<file path="src/sv/stc_pkg.sv">
// Shared constants, types and the decimal power table for the scrolling text console writer.
package stc_pkg;

	localparam int PANE_ROWS   = 8;
	localparam int ROW_CELLS   = 32;
	localparam int COL_W       = 5;
	localparam int ROW_W       = (PANE_ROWS > 1) ? $clog2(PANE_ROWS) : 1;
	localparam int PANE_CELLS  = PANE_ROWS * ROW_CELLS;
	localparam int ADDR_W      = ROW_W + COL_W;
	localparam int BOTTOM_BASE = PANE_CELLS - ROW_CELLS;

	localparam logic [7:0] CH_SPACE   = 8'h20;
	localparam logic [7:0] CH_CURSOR  = 8'hFF;
	localparam logic [7:0] CH_NEWLINE = 8'd10;
	localparam logic [7:0] CH_ZERO    = 8'd48;

	localparam logic [1:0] FUNC_CHAR = 2'd0;
	localparam logic [1:0] FUNC_RAW  = 2'd1;
	localparam logic [1:0] FUNC_DEC  = 2'd2;
	localparam logic [1:0] FUNC_READ = 2'd3;

	localparam logic [2:0] DIG_LAST = 3'd4;

	typedef logic [ROW_W-1:0]  row_t;
	typedef logic [ROW_W:0]    rowx_t;
	typedef logic [COL_W-1:0]  col_t;
	typedef logic [ADDR_W-1:0] addr_t;

	typedef struct packed {
		logic        start;
		logic        take;
		logic [15:0] value;
	} dig_cmd_t;

	typedef struct packed {
		logic       ready;
		logic [3:0] digit;
		logic       last;
	} dig_out_t;

	function automatic logic [13:0] dec_pow(input logic [2:0] idx);
		logic [13:0] p;
		unique case (idx)
			3'd0:    p = 14'd10000;
			3'd1:    p = 14'd1000;
			3'd2:    p = 14'd100;
			3'd3:    p = 14'd10;
			default: p = 14'd1;
		endcase
		return p;
	endfunction

endpackage

</file>
<file path="src/sv/stc_ram.sv">
// Generic single-write, single-read synchronous RAM with registered read data.
module stc_ram #(
	parameter int WIDTH = 8,
	parameter int DEPTH = 256
) (
	input  logic                     clk,
	input  logic                     wr_en,
	input  logic [$clog2(DEPTH)-1:0] wr_addr,
	input  logic [WIDTH-1:0]         wr_data,
	input  logic [$clog2(DEPTH)-1:0] rd_addr,
	output logic [WIDTH-1:0]         rd_data
);

	logic [WIDTH-1:0] mem_q [DEPTH];
	logic [WIDTH-1:0] rd_data_q;

	always_ff @(posedge clk) begin
		if (wr_en) begin
			mem_q[wr_addr] <= wr_data;
		end
		rd_data_q <= mem_q[rd_addr];
	end

	assign rd_data = rd_data_q;

endmodule

</file>
<file path="src/sv/stc_digit_unit.sv">
// Iterative decimal digit extractor: repeated subtraction of powers of ten, MSD first.
module stc_digit_unit (
	input  logic              clk,
	input  logic              arst_n,
	input  stc_pkg::dig_cmd_t cmd,
	output stc_pkg::dig_out_t dout
);

	typedef enum logic [1:0] {
		D_IDLE,
		D_RUN,
		D_HOLD
	} dstate_t;

	dstate_t     state_q;
	logic [15:0] rem_q;
	logic [2:0]  pidx_q;
	logic [3:0]  cnt_q;
	logic        lead_q;
	logic [15:0] pow;

	assign pow = 16'(stc_pkg::dec_pow(pidx_q));

	always_ff @(posedge clk or negedge arst_n) begin
		if (!arst_n) begin
			state_q <= D_IDLE;
			rem_q   <= '0;
			pidx_q  <= '0;
			cnt_q   <= '0;
			lead_q  <= 1'b0;
		end else begin
			unique case (state_q)
				D_IDLE: begin
					if (cmd.start) begin
						rem_q   <= cmd.value;
						pidx_q  <= '0;
						cnt_q   <= '0;
						lead_q  <= 1'b0;
						state_q <= D_RUN;
					end
				end
				D_RUN: begin
					if (rem_q >= pow) begin
						rem_q <= rem_q - pow;
						cnt_q <= cnt_q + 4'd1;
					end else if (cnt_q != '0 || lead_q || pidx_q == stc_pkg::DIG_LAST) begin
						state_q <= D_HOLD;
					end else begin
						pidx_q <= pidx_q + 3'd1;
					end
				end
				D_HOLD: begin
					if (cmd.take) begin
						lead_q <= 1'b1;
						cnt_q  <= '0;
						if (pidx_q == stc_pkg::DIG_LAST) begin
							state_q <= D_IDLE;
						end else begin
							pidx_q  <= pidx_q + 3'd1;
							state_q <= D_RUN;
						end
					end
				end
				default: state_q <= D_IDLE;
			endcase
		end
	end

	assign dout.ready = (state_q == D_HOLD);
	assign dout.digit = cnt_q;
	assign dout.last  = (pidx_q == stc_pkg::DIG_LAST);

	a_digit_range: assert property (@(posedge clk) disable iff (!arst_n)
		dout.ready |-> dout.digit <= 4'd9)
		else $error("digit out of range");

	a_hold_stable: assert property (@(posedge clk) disable iff (!arst_n)
		(dout.ready && !cmd.take) |=> (dout.ready && $stable(dout.digit)))
		else $error("digit dropped before take");

	a_no_restart: assert property (@(posedge clk) disable iff (!arst_n)
		(cmd.start && state_q != D_IDLE) |-> 1'b0)
		else $error("start while busy");

endmodule

</file>
<file path="src/sv/scrolling_text_console_writer.sv">
// Top level: text pane sequencer over a row-rotated pane RAM.
//
// channel  direction  handshake            payload
// in       to block   in_valid / in_stall  func, value, cell_index
// out      from block out_valid/out_stall  read_data, cursor_col
//
// After reset the pane RAM is initialized, one cell a cycle, over all PANE_CELLS cells
// (256 with 8 rows); in_stall is high throughout.
// Read: S_READ, control char: S_BLANK, raw or printable: S_STORE, S_MARK; then S_DONE.
// Passing column 31 rotates the row base and rewrites one row (S_SCROLL) in place of the
// cursor mark step.
// Newline: up to 32 padding writes plus the row rewrite.
// Decimal: per digit repeated subtraction plus the store; at most 5 digits.
// in_stall is low only when no item is in work; a result waits in the output register
// under out_stall while the next item is already taken.
module scrolling_text_console_writer (
	input  logic        clk,
	input  logic        arst_n,
	input  logic        in_valid,
	output logic        in_stall,
	input  logic [1:0]  func,
	input  logic [15:0] value,
	input  logic [7:0]  cell_index,
	output logic        out_valid,
	input  logic        out_stall,
	output logic [7:0]  read_data,
	output logic [4:0]  cursor_col
);

	typedef enum logic [3:0] {
		S_CLEAR,
		S_IDLE,
		S_READ,
		S_BLANK,
		S_STORE,
		S_MARK,
		S_NL,
		S_SCROLL,
		S_DWAIT,
		S_DONE
	} state_t;

	state_t            state_q;
	stc_pkg::col_t     col_q;
	stc_pkg::row_t     top_q;
	stc_pkg::addr_t    clr_q;
	logic [7:0]        byte_q;
	logic              dec_q;
	logic              last_q;
	logic              rd_ok_q;
	logic [7:0]        res_q;
	logic              out_valid_q;
	logic [7:0]        read_data_q;
	logic [4:0]        cursor_col_q;

	logic              accept;
	logic [7:0]        ch;
	logic [7:0]        mapped;
	logic              in_range;
	stc_pkg::row_t     bot_row;
	stc_pkg::row_t     lrow;
	stc_pkg::rowx_t    rsum;
	stc_pkg::row_t     rrow;
	stc_pkg::row_t     top_next;
	logic              wr_en;
	stc_pkg::addr_t    wr_addr;
	logic [7:0]        wr_data;
	stc_pkg::addr_t    rd_addr;
	logic [7:0]        rd_data;
	stc_pkg::dig_cmd_t dig_cmd;
	stc_pkg::dig_out_t dig_out;
	logic              out_free;
	state_t            after_step;

	assign accept   = in_valid && !in_stall;
	assign in_stall = (state_q != S_IDLE);
	assign out_free = !out_valid_q || !out_stall;

	assign ch = value[7:0];
	always_comb begin
		if (ch < 8'd96) begin
			mapped = ch & 8'd63;
		end else if (ch < 8'd128) begin
			mapped = ch - 8'd96;
		end else begin
			mapped = ch;
		end
	end

	assign bot_row  = (top_q == '0) ? stc_pkg::row_t'(stc_pkg::PANE_ROWS - 1)
	                                : top_q - stc_pkg::row_t'(1);
	assign top_next = (top_q == stc_pkg::row_t'(stc_pkg::PANE_ROWS - 1)) ? '0
	                                : top_q + stc_pkg::row_t'(1);

	assign in_range = (32'(cell_index) < stc_pkg::PANE_CELLS);
	assign lrow     = stc_pkg::row_t'(32'(cell_index[7:5]));
	assign rsum     = stc_pkg::rowx_t'(lrow) + stc_pkg::rowx_t'(top_q);
	assign rrow     = (rsum >= stc_pkg::rowx_t'(stc_pkg::PANE_ROWS))
	                  ? stc_pkg::row_t'(rsum - stc_pkg::rowx_t'(stc_pkg::PANE_ROWS))
	                  : stc_pkg::row_t'(rsum);
	assign rd_addr  = {rrow, cell_index[4:0]};

	always_comb begin
		wr_en   = 1'b0;
		wr_addr = {bot_row, col_q};
		wr_data = stc_pkg::CH_SPACE;
		unique case (state_q)
			S_CLEAR: begin
				wr_en   = 1'b1;
				wr_addr = clr_q;
				wr_data = (clr_q == stc_pkg::addr_t'(stc_pkg::BOTTOM_BASE))
				          ? stc_pkg::CH_CURSOR : stc_pkg::CH_SPACE;
			end
			S_BLANK, S_NL: wr_en = 1'b1;
			S_STORE: begin
				wr_en   = 1'b1;
				wr_data = byte_q;
			end
			S_MARK: begin
				wr_en   = 1'b1;
				wr_data = stc_pkg::CH_CURSOR;
			end
			S_SCROLL: begin
				// old top row becomes the new bottom row
				wr_en   = 1'b1;
				wr_addr = {top_q, col_q};
				wr_data = (col_q == '0) ? stc_pkg::CH_CURSOR : stc_pkg::CH_SPACE;
			end
			default: wr_en = 1'b0;
		endcase
	end

	assign after_step = (dec_q && !last_q) ? S_DWAIT : S_DONE;

	assign dig_cmd.start = accept && (func == stc_pkg::FUNC_DEC);
	assign dig_cmd.take  = (state_q == S_DWAIT) && dig_out.ready;
	assign dig_cmd.value = value;

	stc_ram #(
		.WIDTH(8),
		.DEPTH(stc_pkg::PANE_CELLS)
	) u_pane (
		.clk    (clk),
		.wr_en  (wr_en),
		.wr_addr(wr_addr),
		.wr_data(wr_data),
		.rd_addr(rd_addr),
		.rd_data(rd_data)
	);

	stc_digit_unit u_digits (
		.clk   (clk),
		.arst_n(arst_n),
		.cmd   (dig_cmd),
		.dout  (dig_out)
	);

	always_ff @(posedge clk or negedge arst_n) begin
		if (!arst_n) begin
			state_q      <= S_CLEAR;
			col_q        <= '0;
			top_q        <= '0;
			clr_q        <= '0;
			byte_q       <= '0;
			dec_q        <= 1'b0;
			last_q       <= 1'b0;
			rd_ok_q      <= 1'b0;
			res_q        <= '0;
			out_valid_q  <= 1'b0;
			read_data_q  <= '0;
			cursor_col_q <= '0;
		end else begin
			if (out_valid_q && !out_stall && state_q != S_DONE) begin
				out_valid_q <= 1'b0;
			end
			unique case (state_q)
				S_CLEAR: begin
					clr_q <= clr_q + stc_pkg::addr_t'(1);
					if (clr_q == stc_pkg::addr_t'(stc_pkg::PANE_CELLS - 1)) begin
						state_q <= S_IDLE;
					end
				end
				S_IDLE: begin
					if (accept) begin
						dec_q  <= 1'b0;
						last_q <= 1'b0;
						res_q  <= '0;
						unique case (func)
							stc_pkg::FUNC_READ: begin
								rd_ok_q <= in_range;
								state_q <= S_READ;
							end
							stc_pkg::FUNC_RAW: begin
								byte_q  <= ch;
								state_q <= S_STORE;
							end
							stc_pkg::FUNC_DEC: begin
								dec_q   <= 1'b1;
								state_q <= S_DWAIT;
							end
							default: begin
								byte_q <= mapped;
								if (ch == stc_pkg::CH_NEWLINE) begin
									state_q <= S_NL;
								end else if (ch < 8'd32) begin
									state_q <= S_BLANK;
								end else begin
									state_q <= S_STORE;
								end
							end
						endcase
					end
				end
				S_READ: begin
					res_q   <= rd_ok_q ? rd_data : 8'd0;
					state_q <= S_DONE;
				end
				S_BLANK: state_q <= S_DONE;
				S_STORE: begin
					col_q <= col_q + stc_pkg::col_t'(1);
					if (col_q == stc_pkg::col_t'(stc_pkg::ROW_CELLS - 1)) begin
						state_q <= S_SCROLL;
					end else begin
						state_q <= S_MARK;
					end
				end
				S_MARK: state_q <= after_step;
				S_NL: begin
					col_q <= col_q + stc_pkg::col_t'(1);
					if (col_q == stc_pkg::col_t'(stc_pkg::ROW_CELLS - 1)) begin
						state_q <= S_SCROLL;
					end
				end
				S_SCROLL: begin
					col_q <= col_q + stc_pkg::col_t'(1);
					if (col_q == stc_pkg::col_t'(stc_pkg::ROW_CELLS - 1)) begin
						top_q   <= top_next;
						state_q <= after_step;
					end
				end
				S_DWAIT: begin
					if (dig_out.ready) begin
						byte_q  <= stc_pkg::CH_ZERO + 8'(dig_out.digit);
						last_q  <= dig_out.last;
						state_q <= S_STORE;
					end
				end
				S_DONE: begin
					if (out_free) begin
						out_valid_q  <= 1'b1;
						read_data_q  <= res_q;
						cursor_col_q <= col_q;
						state_q      <= S_IDLE;
					end
				end
				default: state_q <= S_IDLE;
			endcase
		end
	end

	assign out_valid  = out_valid_q;
	assign read_data  = read_data_q;
	assign cursor_col = cursor_col_q;

	a_top_range: assert property (@(posedge clk) disable iff (!arst_n)
		32'(top_q) < stc_pkg::PANE_ROWS)
		else $error("row base out of range");

	a_idle_no_write: assert property (@(posedge clk) disable iff (!arst_n)
		(state_q == S_IDLE || state_q == S_DONE || state_q == S_READ) |-> !wr_en)
		else $error("pane write outside an update step");

	a_result_from_done: assert property (@(posedge clk) disable iff (!arst_n)
		$rose(out_valid_q) |-> $past(state_q == S_DONE))
		else $error("result without finished item");

	a_scroll_home: assert property (@(posedge clk) disable iff (!arst_n)
		(state_q == S_SCROLL && col_q == stc_pkg::col_t'(stc_pkg::ROW_CELLS - 1))
		|=> (col_q == '0 && top_q != $past(top_q)))
		else $error("scroll did not rotate rows");

	a_read_nonread_zero: assert property (@(posedge clk) disable iff (!arst_n)
		(state_q == S_DONE && !dec_q && $past(state_q) != S_READ
		 && $past(state_q) != S_DONE) |-> res_q == 8'd0)
		else $error("read data on a write item");

endmodule
</file>
<file path="config.mk">
export PLATFORM = sky130hd
export DESIGN_NAME = scrolling_text_console_writer
export DESIGN_NICKNAME = d
export VERILOG_FILES = /design/src/sv/stc_pkg.sv /design/src/sv/stc_ram.sv /design/src/sv/stc_digit_unit.sv /design/src/sv/scrolling_text_console_writer.sv
export SDC_FILE = /design/constraint.sdc
export NUM_CORES = 2
export LEC_CHECK = 0
export BUFFER_PORTS_ARGS = -buffer_cell sky130_fd_sc_hd__buf_4
export CORE_MARGIN = 2
export CORE_UTILIZATION = 60
export CTS_BUF_LIST = sky130_fd_sc_hd__clkbuf_4 sky130_fd_sc_hd__clkbuf_8
export DETAILED_ROUTE_END_ITERATION = 10
export HOLD_SLACK_MARGIN = 0.15
export PLACE_DENSITY = 0.76
export SYNTH_ARGS = -nofsm -noshare
export SYNTH_HDL_FRONTEND = slang
export SYNTH_SLANG_ARGS = --single-unit
</file>
<file path="constraint.sdc">
create_clock -name clk -period 16.8 [get_ports clk]
set_clock_uncertainty 0.15 [all_clocks]
set_input_delay 2.52 -clock clk [delete_from_list [all_inputs] [get_ports clk]]
set_output_delay 2.52 -clock clk [all_outputs]
set_load 0.005 [all_outputs]
</file>
==> metrics.txt <==
Comb pwr share=0.022; Synth area leader=edfxtp_1; row count=137; Async SR Flop Fraction=0.0370; antenna violations before repair=1; WL final=194 mm; initial core utilization=0.603; # Post-CTS Setup Buffers=0; number of CTS-inserted buffers=336; average wire per standard cell=29.9 um; worst-skew pair later-pin latency=1.01 ns; clock network power share=0.408; synthesized area=84,100 um2; I/O pin cnt=45; Pre-antenna DRT Iters=6; slew margin rel.=0.125; crit start category=input port; CTS sink count=2,135; #FFs+latches synth=2,135; Seq pwr share=0.570; setup_tns=0 ns; Mapped Cells=4,158; crit path time final=6.88 ns; chip width=378 um; post-cts sizing count=0; RSZ-0062 raised after global routing=false; GP Congestion=0.899; Synth Area in Compound Gates=0.0346; final antenna-violating net count=0; most frequent cell after synthesis=edfxtp_1; worst-path fanout max=75; Hold Path Class=flop to flop; share of Yosys cell area claimed by the top area cell type=0.732; Clock Tree Buf Depth=4; worst setup path category=input port to flop; Max H-tree Level=5; global-route wire length before repair=282 mm; crit end category=flop; Peak Freq=0.145 GHz; top cells by count, synth=2,048 x edfxtp_1, 498 x mux4_2, 305 x nor2_1, 153 x nand2_1, 143 x mux2i_1; status=finished, final reports clean; Internal Pwr Total=8.02 mW; Synth Flop Type=edfxtp_1; post-synthesis sequential area ratio=0.757; largest net degree at the start of global routing=193; fillcell total=8,681; final setup fails=0; Cell variety after synth=75; Area Growth Syn to Fin=9.82%; Worst Setup SP=cell_index[0]; DRC viols=0; Hold Crit Start=cursor_col[1]; Final Hold Viols=0; CP required=17.51 ns; simple-gate share of the synthesized area=0.0319; Tcrit/Tclk final=0.410; PortBufs=44; initial DRC count=5,871; CTS tree=built; Cell Pwr Density=109 nW/um2; die area=143,000 um2; GRT Residual Overflow=0; vias in the first global route=42,500; VDD IR-drop max=98.2 uV; mux share of post-synthesis cell area=0.153; leading post-synthesis cells by cell area=edfxtp_1 73%, mux4_2 13%, dfrtp_1 2.4%; fin. max-slew vios=0; main combinational cell family by area after synthesis=multiplexers; Post-Syn Nets=4,223; HPWL Detailed=112 mm; Tot GR Track Use=0.274; clk slew on worst S/H paths=0.06 ns; Warnings, synthesis=0; P_sw=2.06 mW; Sw Share=0.204; post-synthesis adder-cell area fraction=0.00539; Least-Margin Pin Slew=1.31 ns; ratio of cells with drive above 1 in the final layout=0.247; Syn Area/Cell=20.2 um2; Critical Path AT=7.60 ns; leak pwr=33.8 nW; RR Startpoint=state_q[0]; Core Box Area=139,000 um2; root buffer cell=clkbuf_8; Final #Nets=4,432; number of max-cap violations=0; via count=42,900; cts hold-fix bufs=0; Post-Synth XOR/XNOR Area=0.00188; Vias per Instance=6.63; Die H=378 um; Post-synth EDFFs=2,048; hold_ws=0.331 ns
-- cell usage in the layout (no fill, tap or decap), drive strengths merged, types with 34 or more instances in the layout --
master and count:
edfxtp 2048, clkinv 109, nor2 307, buf 112, dfrtp 79, nand2 153
clkbuf 452, a22oi 90, mux4 499, nand3 34, o21ai 47, a21oi 80
mux2i 143
-- critical path, stage by stage --
cell	delay, ns
buf_8	0.55
buf_4	0.90
buf_4	0.79
buf_4	0.85
mux4_2	0.62
mux4_2	0.50
a22oi_1	0.28
nand3_1	0.13
o31ai_1	0.22
a31oi_1	0.07
-- logic make-up (layout without fill, tap and decap cells) --
kind of cell / count (synthesis) / in the layout
and+or+nand+nor: 618 / 618
muxes: 659 / 659
AOI/OAI and AO/OA: 423 / 423
adders and majority gates: 35 / 35
buffers and inverters: 270 / 709
other: 0 / 2
xor gates and xnor gates: 18 / 18
DFF: 2135 / 2135
-- layer usage --
layer	routed length (um)	GRT usage	vias up
li1	-	-	17600
met1	74900	0.399	22300
met2	91700	0.415	2649
met3	21100	0.0614	387
met4	6160	0.0960	0
met5	0	0	-
-- power groups by stage --
stage,registers [mW],clock network (mW),logic (mW)
finish,5.75,4.11,0.221
global route,5.75,4.38,0.232
CTS,5.75,4.16,0.221
detailed placement,5.86,0,0.221
global placement,5.86,0,0.220
floorplan,5.86,0,0.155
-- final timing paths --
check,to,cells past startpoint,slack [ns]
min in group asynchronous,u_digits.rem_q[3],1,1.31
hold / removal,cursor_col[1],2,0.33
hold reg to reg,cursor_col[1],2,0.33
setup / recovery,u_pane.rd_data[7],10,9.92
setup reg to reg,u_pane.mem_q[152][3],7,11.67
max in group asynchronous,u_digits.rem_q[9],2,14.13
-- sequential cells by signal (all words and copies together) (netlist names), 2 cells and up --
register and cells:
u_pane.mem_q 2048, col_q 5, u_digits.pidx_q 3, clr_q 8
read_data 8, byte_q 8, top_q 3, u_pane.rd_data 8
u_digits.state_q 2, u_digits.cnt_q 4, cursor_col 5, state_q 4
u_digits.rem_q 16, res_q 8
-- cell type report --
cell class	count	area, um2	share of cell area
well taps	1876	2350	0.0254
inverters	29	109	0.00118
diodes	2	5.00	0.0000542
multi-input cells	1753	19200	0.208
clock inverters	116	613	0.00664
clock buffers	452	5550	0.0601
repair buffers	112	893	0.00968
flip-flops and latches	2135	63600	0.689
-- stage by stage --
step                      power (mW)  utilization  cells  area, um2  setup slack [ns]
after floorplan                 6.01            -   4158      84100             11.34
after global placement          6.08        0.618   5905      86200              8.76
after detailed placement        6.08        0.618   5905      86200              8.72
after CTS                       10.1        0.662   6473      92300              9.80
after global routing            10.4        0.662   6474      92300              9.41
final                           10.1        0.662   6475      92300              9.92
(Power assumes the default switching activity.)
